===== src/rtl/resbn_pkg.sv =====
// Package: word types, stored entry type and sizing defaults for the record sorter.
package resbn_pkg;

	localparam int unsigned RECORDS_DEF = 8;

	localparam int unsigned HEAD_W = 64;
	localparam int unsigned TAIL_W = 8;
	localparam int unsigned TAG_W  = 3;

	// Input word: one record of the batch.
	typedef struct packed {
		logic [HEAD_W-1:0] key_head;
		logic [TAIL_W-1:0] key_tail;
		logic [TAG_W-1:0]  record_tag;
		logic              last_record;
	} rec_in_t;

	// Output word: one record in sorted order.
	typedef struct packed {
		logic [HEAD_W-1:0] sorted_head;
		logic [TAIL_W-1:0] sorted_tail;
		logic [TAG_W-1:0]  sorted_tag;
		logic              final_out;
	} rec_out_t;

	// Record as held in the batch memory.
	typedef struct packed {
		logic [HEAD_W-1:0] head;
		logic [TAIL_W-1:0] tail;
		logic [TAG_W-1:0]  tag;
	} rec_entry_t;

endpackage


===== src/rtl/record_exchange_sort_by_name.sv =====
// Top level: batch record sorter that orders records by a 9-byte name key.
//
//   channel  signals                            direction  carries
//   rec      rec_valid / rec_ready / rec        in         one record per word
//   sorted   sorted_valid / sorted_ready / sorted  out     one sorted record per word
//
// The block accepts one word per cycle while it sits in its load state.
// The word flagged last_record starts the sort; the block is not ready until
// the whole batch has been emitted. With two or more stored records the sort
// runs on the single key comparator and the single write port of the batch
// memory. Emission reads each record, loads it into the output register and
// holds it there until the consumer takes it. A stall on the sorted channel
// simply holds the output register. Reset empties the batch and returns to
// the load state.
module record_exchange_sort_by_name #(
	parameter int unsigned RECORDS = resbn_pkg::RECORDS_DEF
) (
	input  logic               clk,
	input  logic               arst_n,
	input  logic               rec_valid,
	output logic               rec_ready,
	input  resbn_pkg::rec_in_t rec,
	output logic               sorted_valid,
	input  logic               sorted_ready,
	output resbn_pkg::rec_out_t sorted
);
	import resbn_pkg::*;

	// Index width addresses the memory; count width can also hold RECORDS itself.
	localparam int unsigned IDX_W = (RECORDS > 1) ? $clog2(RECORDS) : 1;
	localparam int unsigned CNT_W = $clog2(RECORDS + 1);

	// The sequencer walks the classic exchange sort: record i is held in a
	// register while every later record j is streamed past the comparator.
	typedef enum logic [7:0] {
		S_LOAD      = 8'b0000_0001,
		S_FETCH_I   = 8'b0000_0010,
		S_HOLD_I    = 8'b0000_0100,
		S_CMP       = 8'b0000_1000,
		S_WB_I      = 8'b0001_0000,
		S_EMIT_RD   = 8'b0010_0000,
		S_EMIT_LD   = 8'b0100_0000,
		S_EMIT_WAIT = 8'b1000_0000
	} state_t;

	state_t            state_q, state_d;
	logic [CNT_W-1:0]  fill_q, fill_d;
	logic [CNT_W-1:0]  n_q, n_d;
	logic [IDX_W-1:0]  i_q, i_d;
	logic [IDX_W-1:0]  j_q, j_d;
	logic [IDX_W-1:0]  k_q, k_d;
	logic              out_valid_q, out_valid_d;

	rec_entry_t        cur_q, cur_d;
	rec_entry_t        rdata_q;
	rec_out_t          out_q, out_d;

	// Batch memory: one write port and one registered read port.
	rec_entry_t        rec_mem_q [RECORDS];
	logic              mem_we;
	logic [IDX_W-1:0]  mem_waddr;
	rec_entry_t        mem_wdata;
	logic [IDX_W-1:0]  mem_raddr;

	logic              accept;
	logic              greater;
	logic [CNT_W-1:0]  n_last;
	logic [CNT_W-1:0]  fill_next;
	logic [IDX_W-1:0]  i_next;

	assign accept    = rec_valid && rec_ready;
	assign rec_ready = (state_q == S_LOAD);
	assign n_last    = n_q - CNT_W'(1);
	assign fill_next = (fill_q < CNT_W'(RECORDS)) ? fill_q + CNT_W'(1) : fill_q;
	assign i_next    = i_q + IDX_W'(1);

	// Unsigned key compare over head then tail, first byte most significant.
	assign greater = {cur_q.head, cur_q.tail} > {rdata_q.head, rdata_q.tail};

	always_comb begin
		state_d     = state_q;
		fill_d      = fill_q;
		n_d         = n_q;
		i_d         = i_q;
		j_d         = j_q;
		k_d         = k_q;
		out_valid_d = out_valid_q;
		cur_d       = cur_q;
		out_d       = out_q;
		mem_we      = 1'b0;
		mem_waddr   = i_q;
		mem_wdata   = cur_q;
		mem_raddr   = i_q;

		unique case (state_q)
			S_LOAD: begin
				if (accept) begin
					// Records beyond capacity are dropped, a last one still sorts.
					if (fill_q < CNT_W'(RECORDS)) begin
						mem_we    = 1'b1;
						mem_waddr = fill_q[IDX_W-1:0];
						mem_wdata = '{head: rec.key_head, tail: rec.key_tail,
							tag: rec.record_tag};
					end
					fill_d = fill_next;
					if (rec.last_record) begin
						n_d = fill_next;
						i_d = '0;
						k_d = '0;
						if (fill_next > CNT_W'(1)) begin
							state_d = S_FETCH_I;
						end else begin
							state_d = S_EMIT_RD;
						end
					end
				end
			end
			S_FETCH_I: begin
				mem_raddr = i_q;
				state_d   = S_HOLD_I;
			end
			S_HOLD_I: begin
				// Record i arrives; start streaming from j = i + 1.
				cur_d     = rdata_q;
				j_d       = i_next;
				mem_raddr = i_next;
				state_d   = S_CMP;
			end
			S_CMP: begin
				if (greater) begin
					mem_we    = 1'b1;
					mem_waddr = j_q;
					mem_wdata = cur_q;
					cur_d     = rdata_q;
				end
				if (CNT_W'(j_q) == n_last) begin
					state_d = S_WB_I;
				end else begin
					j_d       = j_q + IDX_W'(1);
					mem_raddr = j_q + IDX_W'(1);
				end
			end
			S_WB_I: begin
				// The smallest remaining record settles at position i.
				mem_we    = 1'b1;
				mem_waddr = i_q;
				mem_wdata = cur_q;
				if (CNT_W'(i_next) == n_last) begin
					k_d     = '0;
					state_d = S_EMIT_RD;
				end else begin
					i_d       = i_next;
					mem_raddr = i_next;
					state_d   = S_HOLD_I;
				end
			end
			S_EMIT_RD: begin
				mem_raddr = k_q;
				state_d   = S_EMIT_LD;
			end
			S_EMIT_LD: begin
				out_d.sorted_head = rdata_q.head;
				out_d.sorted_tail = rdata_q.tail;
				out_d.sorted_tag  = rdata_q.tag;
				out_d.final_out   = (CNT_W'(k_q) == n_last);
				out_valid_d       = 1'b1;
				state_d           = S_EMIT_WAIT;
			end
			S_EMIT_WAIT: begin
				if (sorted_ready) begin
					out_valid_d = 1'b0;
					if (out_q.final_out) begin
						fill_d  = '0;
						state_d = S_LOAD;
					end else begin
						k_d       = k_q + IDX_W'(1);
						mem_raddr = k_q + IDX_W'(1);
						state_d   = S_EMIT_LD;
					end
				end
			end
			default: begin
				state_d = S_LOAD;
			end
		endcase
	end

	always_ff @(posedge clk or negedge arst_n) begin
		if (!arst_n) begin
			state_q     <= S_LOAD;
			fill_q      <= '0;
			n_q         <= '0;
			i_q         <= '0;
			j_q         <= '0;
			k_q         <= '0;
			out_valid_q <= 1'b0;
		end else begin
			state_q     <= state_d;
			fill_q      <= fill_d;
			n_q         <= n_d;
			i_q         <= i_d;
			j_q         <= j_d;
			k_q         <= k_d;
			out_valid_q <= out_valid_d;
		end
	end

	// Payload registers carry no reset.
	always_ff @(posedge clk) begin
		cur_q <= cur_d;
		out_q <= out_d;
	end

	always_ff @(posedge clk) begin
		if (mem_we) begin
			rec_mem_q[mem_waddr] <= mem_wdata;
		end
	end

	always_ff @(posedge clk) begin
		rdata_q <= rec_mem_q[mem_raddr];
	end

	assign sorted_valid = out_valid_q;
	assign sorted       = out_q;

endmodule


===== config.mk =====
export PLATFORM = sky130hd
export DESIGN_NAME = record_exchange_sort_by_name
export DESIGN_NICKNAME = d
export VERILOG_FILES = /design/src/rtl/resbn_pkg.sv /design/src/rtl/record_exchange_sort_by_name.sv
export SDC_FILE = /design/constraint.sdc
export NUM_CORES = 1
export LEC_CHECK = 0
export BUFFER_PORTS_ARGS = -buffer_cell sky130_fd_sc_hd__buf_2
export CORE_MARGIN = 4
export CORE_UTILIZATION = 35
export CTS_CLUSTER_DIAMETER = 40
export DETAILED_ROUTE_END_ITERATION = 8
export GPL_TIMING_DRIVEN = 1
export SETUP_SLACK_MARGIN = 0.3
export SYNTH_ARGS = -nofsm -noshare
export SYNTH_HDL_FRONTEND = slang
export SYNTH_SLANG_ARGS = --single-unit

===== constraint.sdc =====
create_clock -name clk -period 15.7 [get_ports clk]
set_clock_uncertainty 0.05 [all_clocks]
set_input_delay 3.14 -clock clk [delete_from_list [all_inputs] [get_ports clk]]
set_output_delay 3.14 -clock clk [all_outputs]
set_load 0.01 [all_outputs]

Yosys cells after proc, flatten, opt, wreduce, memory -nomap -nowiden
Memories as Yosys holds them, arrays and structs flattened. A register that Yosys moved wholly into a read port is not among the register bits.
Index checks and enable logic that the tools add are counted.
- bits in latches: 0
- logic and storage cells: 101
- memory bits (read-only): 0
- memory bits (writable): 600
- register bits after elaboration: 177
- bits of input ports: 80
- memories kept: 1
- reduce and logical (&&, ||, !) cells: 14
- divide/modulo/power cells: 0
- eq/ne operators: 20
- muxes and demuxes: 44
- bitwise gates (word level): 0
- multiply operators: 0
- add/sub/neg operators: 5
- shift-type cells: 0
- $lt $le $gt $ge: 3
- memory list (name ; words ; bits a word ; read ports ; clocked after Yosys merged registers in ; wr ports ; RTL line ; RTL):
    rec_mem_q ; 8 ; 75 ; 1 ; 1 ; 1 ; record_exchange_sort_by_name.sv:59 ; rec_entry_t rec_mem_q [RECORDS];
- operators with widths (operator ; number):
    $mux 75 ; 4
    $pmux 75 s2 ; 1
    $gt 72x72->1 ; 1
    $pmux 8 s8 ; 1
    $mux 3 ; 13
    $mux 8 ; 4
    $pmux 3 s2 ; 3
    $mux 4 ; 4
    $pmux 3 s5 ; 1
    $ne 2x2->1 const B ; 7
    $eq 3x4->1 ; 3
    $mux 6 ; 2
    $add 3x1->3 const B ; 3
    $pmux 3 s3 ; 1
    $eq 8x1->1 const B ; 1
    $eq 8x2->1 const B ; 1
    $eq 8x3->1 const B ; 1
    $eq 8x4->1 const B ; 1
    $eq 8x5->1 const B ; 1
    $eq 8x6->1 const B ; 1
    $eq 8x7->1 const B ; 1
    $eq 8x8->1 const B ; 1
    $pmux 4 s2 ; 1
    $reduce_and 4->1 ; 2
    other kinds (15) ; 27

Longest topological paths before layout
- depth in word-level cells: 7
- mapped depth: 13

Worst setup path after synthesis
OpenSTA, ideal clock, no wires.
- kind: input to register
- start point: in rec_valid
- end point: mem rec_mem_q[0][0] (netlist bit) (enable)
- slack: 3.957 ns
- cell stages on the path: 4
- buffers on the path: 0
- arrival: 11.000 ns
- path through: nand3_1 and2_1 and2_1 nor4_1
- cells in the longest elaborated chain, start to end: 5
- elaborated cells on any way between the ends: 7
- classes of those cells: mux: 6; reduce/logical: 1
- ends and longest elaborated chain (element ; RTL line ; RTL):
    from (decl) ; record_exchange_sort_by_name.sv:20 ; input logic rec_valid,
    $logic_and 1x1->1 (*) ; record_exchange_sort_by_name.sv:71 ; assign accept = rec_valid && rec_ready;
    $mux 1 ; record_exchange_sort_by_name.sv:97 ; if (accept) begin
    $pmux 1 s3 ; record_exchange_sort_by_name.sv:95 ; unique case (state_q)
    $mux 1 ; record_exchange_sort_by_name.sv:215 ; if (mem_we) begin
    $mux 1 (implied by the code) ; record_exchange_sort_by_name.sv:216 ; rec_mem_q[mem_waddr] <= mem_wdata;
    to (decl) ; record_exchange_sort_by_name.sv:59 ;
Every way passes the cells marked *; elsewhere a longest branch is shown, timed or not.

Final worst setup path
- start point: in rec_valid
- end point: mem rec_mem_q[3][3] (netlist bit) (enable)
The elaborated chain is that of the path after synthesis.

==> flow_metrics.tcl <==
set metrics [dict create \
    fill_cells 8888 \
    vias 18600 \
    yosysTopAreaCell "edfxtp_1" \
    rows 115 \
    hold_path.class "register to register" \
    yosysTopAreaCellShare_pct 65.0 \
    cap_violations 0 \
    wl_per_cell_um 20.9 \
    setup_violations 0 \
    syn_area_per_cell_um2 16.1 \
    root_buffer "clkbuf_16" \
    ios 158 \
    path_clk_slew_ps 50 \
    critPathRequiredTime_ps 15920 \
    ys_seq_area_share_pct 71.2 \
    drt_iter0_drc 1113 \
    relSlewSlack_pct 19.7 \
    placed_area_mm2 0.0369 \
    die_y_um 323 \
    synthTopCellsByArea "edfxtp_1, mux2i_1, dfxtp_1" \
    yosys_register_bits 852 \
    firstDrtPassIters 5 \
    slowest_stage "buf_4" \
    p_per_area_mw_per_mm2 165 \
    drt-vias-per-instance 4.93 \
    hold_viol_final 0 \
    yosysMostFrequentCell "edfxtp_1" \
    crit_path_frequent_cell "buf_4" \
    synth.distinct_cells 66 \
    clock_latency_ps 680 \
    fin_crit_sh_pct 44.8 \
    cp_max_fo 50 \
    grt_first_pass_wirelength_um 118000 \
    tightest_slew_ps 1200 \
    dpl_worst_slack_ps 7970 \
    gp_congestion 0.855 \
    fin_nets 2535 \
    drc 0 \
    die_x_um 323 \
    port_buffers 157 \
    async_flop_share_pct 3.05 \
    leakage_nw 14.9 \
    post_cts_buffers 0 \
    htree_levels 3 \
    grt_pass1_vias 19100 \
    place_hpwl_um 46100 \
    overflow 0 \
    grt_usage_pct 14.9 \
    outcome "completed" \
    wl_um 78500 \
    worstPathArrival_ps 7260 \
    ys.flop_type "edfxtp_1" \
    slew_violations 0 \
    fin_setup_tns_ps 0 \
    synthCells 2159 \
    postCtsResizedCells 0 \
    hp-start "rdata_q[0]" \
    die-area_mm2 0.104 \
    peakVddDrop_v 0.0000894 \
    synthTopCellsByCount "edfxtp_1, mux2i_1, nand2_1, inv_1, ha_1" \
    cp-end-kind "register" \
    r2r-start "state_q[1]" \
    syn_nets 2316 \
    regArea_mm2 0.0247 \
    initial_core_util_pct 35.2 \
    drtAntennaViolNets 0 \
    ctsHoldBuffers 0 \
    fmax_mhz 142 \
    syn2layout_area_growth_pct 17.0 \
    path_class "input port to register" \
    multi_input_area_mm2 0.00923 \
    core_mm2 0.0984 \
    final.min_clock_period_ps 7040 \
    final_cell_area_mm2 0.0406 \
    crit_chain "buf_2, nand2_1, nor2_4, buf_4, buf_4, a22oi_1, a211oi_4, buf_4, buf_4" \
    finish.utilization_pct 41.2 \
    rsz0062_at_grt "false" \
    drive_above_1_share_pct 19.4 \
    clock-sinks 852 \
    grt_max_degree 134 \
    cp-start-kind "input port" \
    yosys_warnings 0 \
    clk_path_buf_depth 3 \
    critPathLaunch "rec_valid" \
    synth_area_mm2 0.0347 \
    synth_edf_count 751 \
    total_power_w 0.00668 \
    worst_path_largest_cell_delay_ps 790 \
    cts_tree "done" \
    cts_made_buffers 107 \
    setup_ws_ps 8660 \
    antenna_found_initial 4 \
]
## layout make-up
cell class,instances,share of cell area [%]
Antenna cell,2,0.0123
Multi-Input combinational cell,1144,22.7
Sequential cell,852,60.9
Inverter,80,0.746
Tap cell,1287,3.97
Clock buffer,130,7.01
Clock inverter,74,1.98
Timing Repair Buffer,193,2.63
## flip-flops by register name, indices dropped and copies added (netlist names)
register,count
rdata_q,75
n_q,4
fill_q,4
sorted_valid,1
rec_mem_q,600
i_q,3
cur_q,75
state_q,8
sorted,76
j_q,3
k_q,3
## where the power goes
part           switching, W  internal, W  total, W
clock network      0.000981      0.00145   0.00243
logic              0.000771     0.000398   0.00117
registers          0.000147      0.00293   0.00308
total               0.00190      0.00478   0.00668
## final timing paths
path / to / slack (ps) / depth (start not counted)
min: sorted[1] / 390 / 0
max in group asynchronous: n_q[2] / 12750 / 1
max: rec_mem_q[3][3] / 8660 / 9
min in group asynchronous: state_q[2] / 2430 / 1
min reg2reg: sorted[1] / 390 / 0
max reg2reg: rec_mem_q[3][3] / 9680 / 11
## cell families after synthesis
family | after synthesis | synth area share (%)
DFF | 852 | 71.2
muxes | 527 | 15.5
and+or+nand+nor | 395 | 5.23
buffers and inverters | 163 | 2.52
AOI/OAI and AO/OA | 129 | 2.31
adders and majority gates | 77 | 2.78
xor gates and xnor gates | 16 | 0.444
## metal layers
layer  vias up  wire length [µm]  track usage, %
met5         -                13               0
met4         2              1820            4.71
met3       121              3490            2.31
met2       394             39100            26.0
met1      9429             34100            19.1
li1       8609                 -               -
## per-stage QoR
stage               instances  hold WS [ps]
global placement         3556           362
detailed placement       3556           379
finish                   3762           385
floorplan                2159           354
global route             3761           390
CTS                      3760           384
## placed cells by master (no fill, tap or decap), types with 4 or more instances in the layout
cell type   instances
and2_1              4
nand3_1            17
mux2i_1           452
a21oi_1            49
nand4_1            19
o21ai_0            31
clkbuf_16         107
dfrtp_1            25
a22oi_1             4
a211oi_4            5
a221oi_1            6
buf_4              35
a21o_1              5
edfxtp_1          751
nor4_1              7
o211ai_1            5
ha_1               77
nor2b_1             7
buf_2             157
bufinv_16           8
clkinv_4           13
xnor2_1            10
nor4_2              4
clkinv_2            9
clkbuf_1           15
nand2b_1            5
inv_1              79
xor2_1              5
nand2_1           272
nor2_1             24
clkbuf_8            8
dfxtp_1            75
mux2_2             75
clkinvlp_4         14
nor3_1              6
inv_6               8
clkinv_1           12
## critical path: cells and delay by family
| family | cells | cell delay, ps |
|---|---|---|
| compound gates | 2 | 1210 |
| simple gates | 2 | 250 |
| buf+inv | 5 | 2500 |
Note: power is estimated with default switching activity, not from simulation.
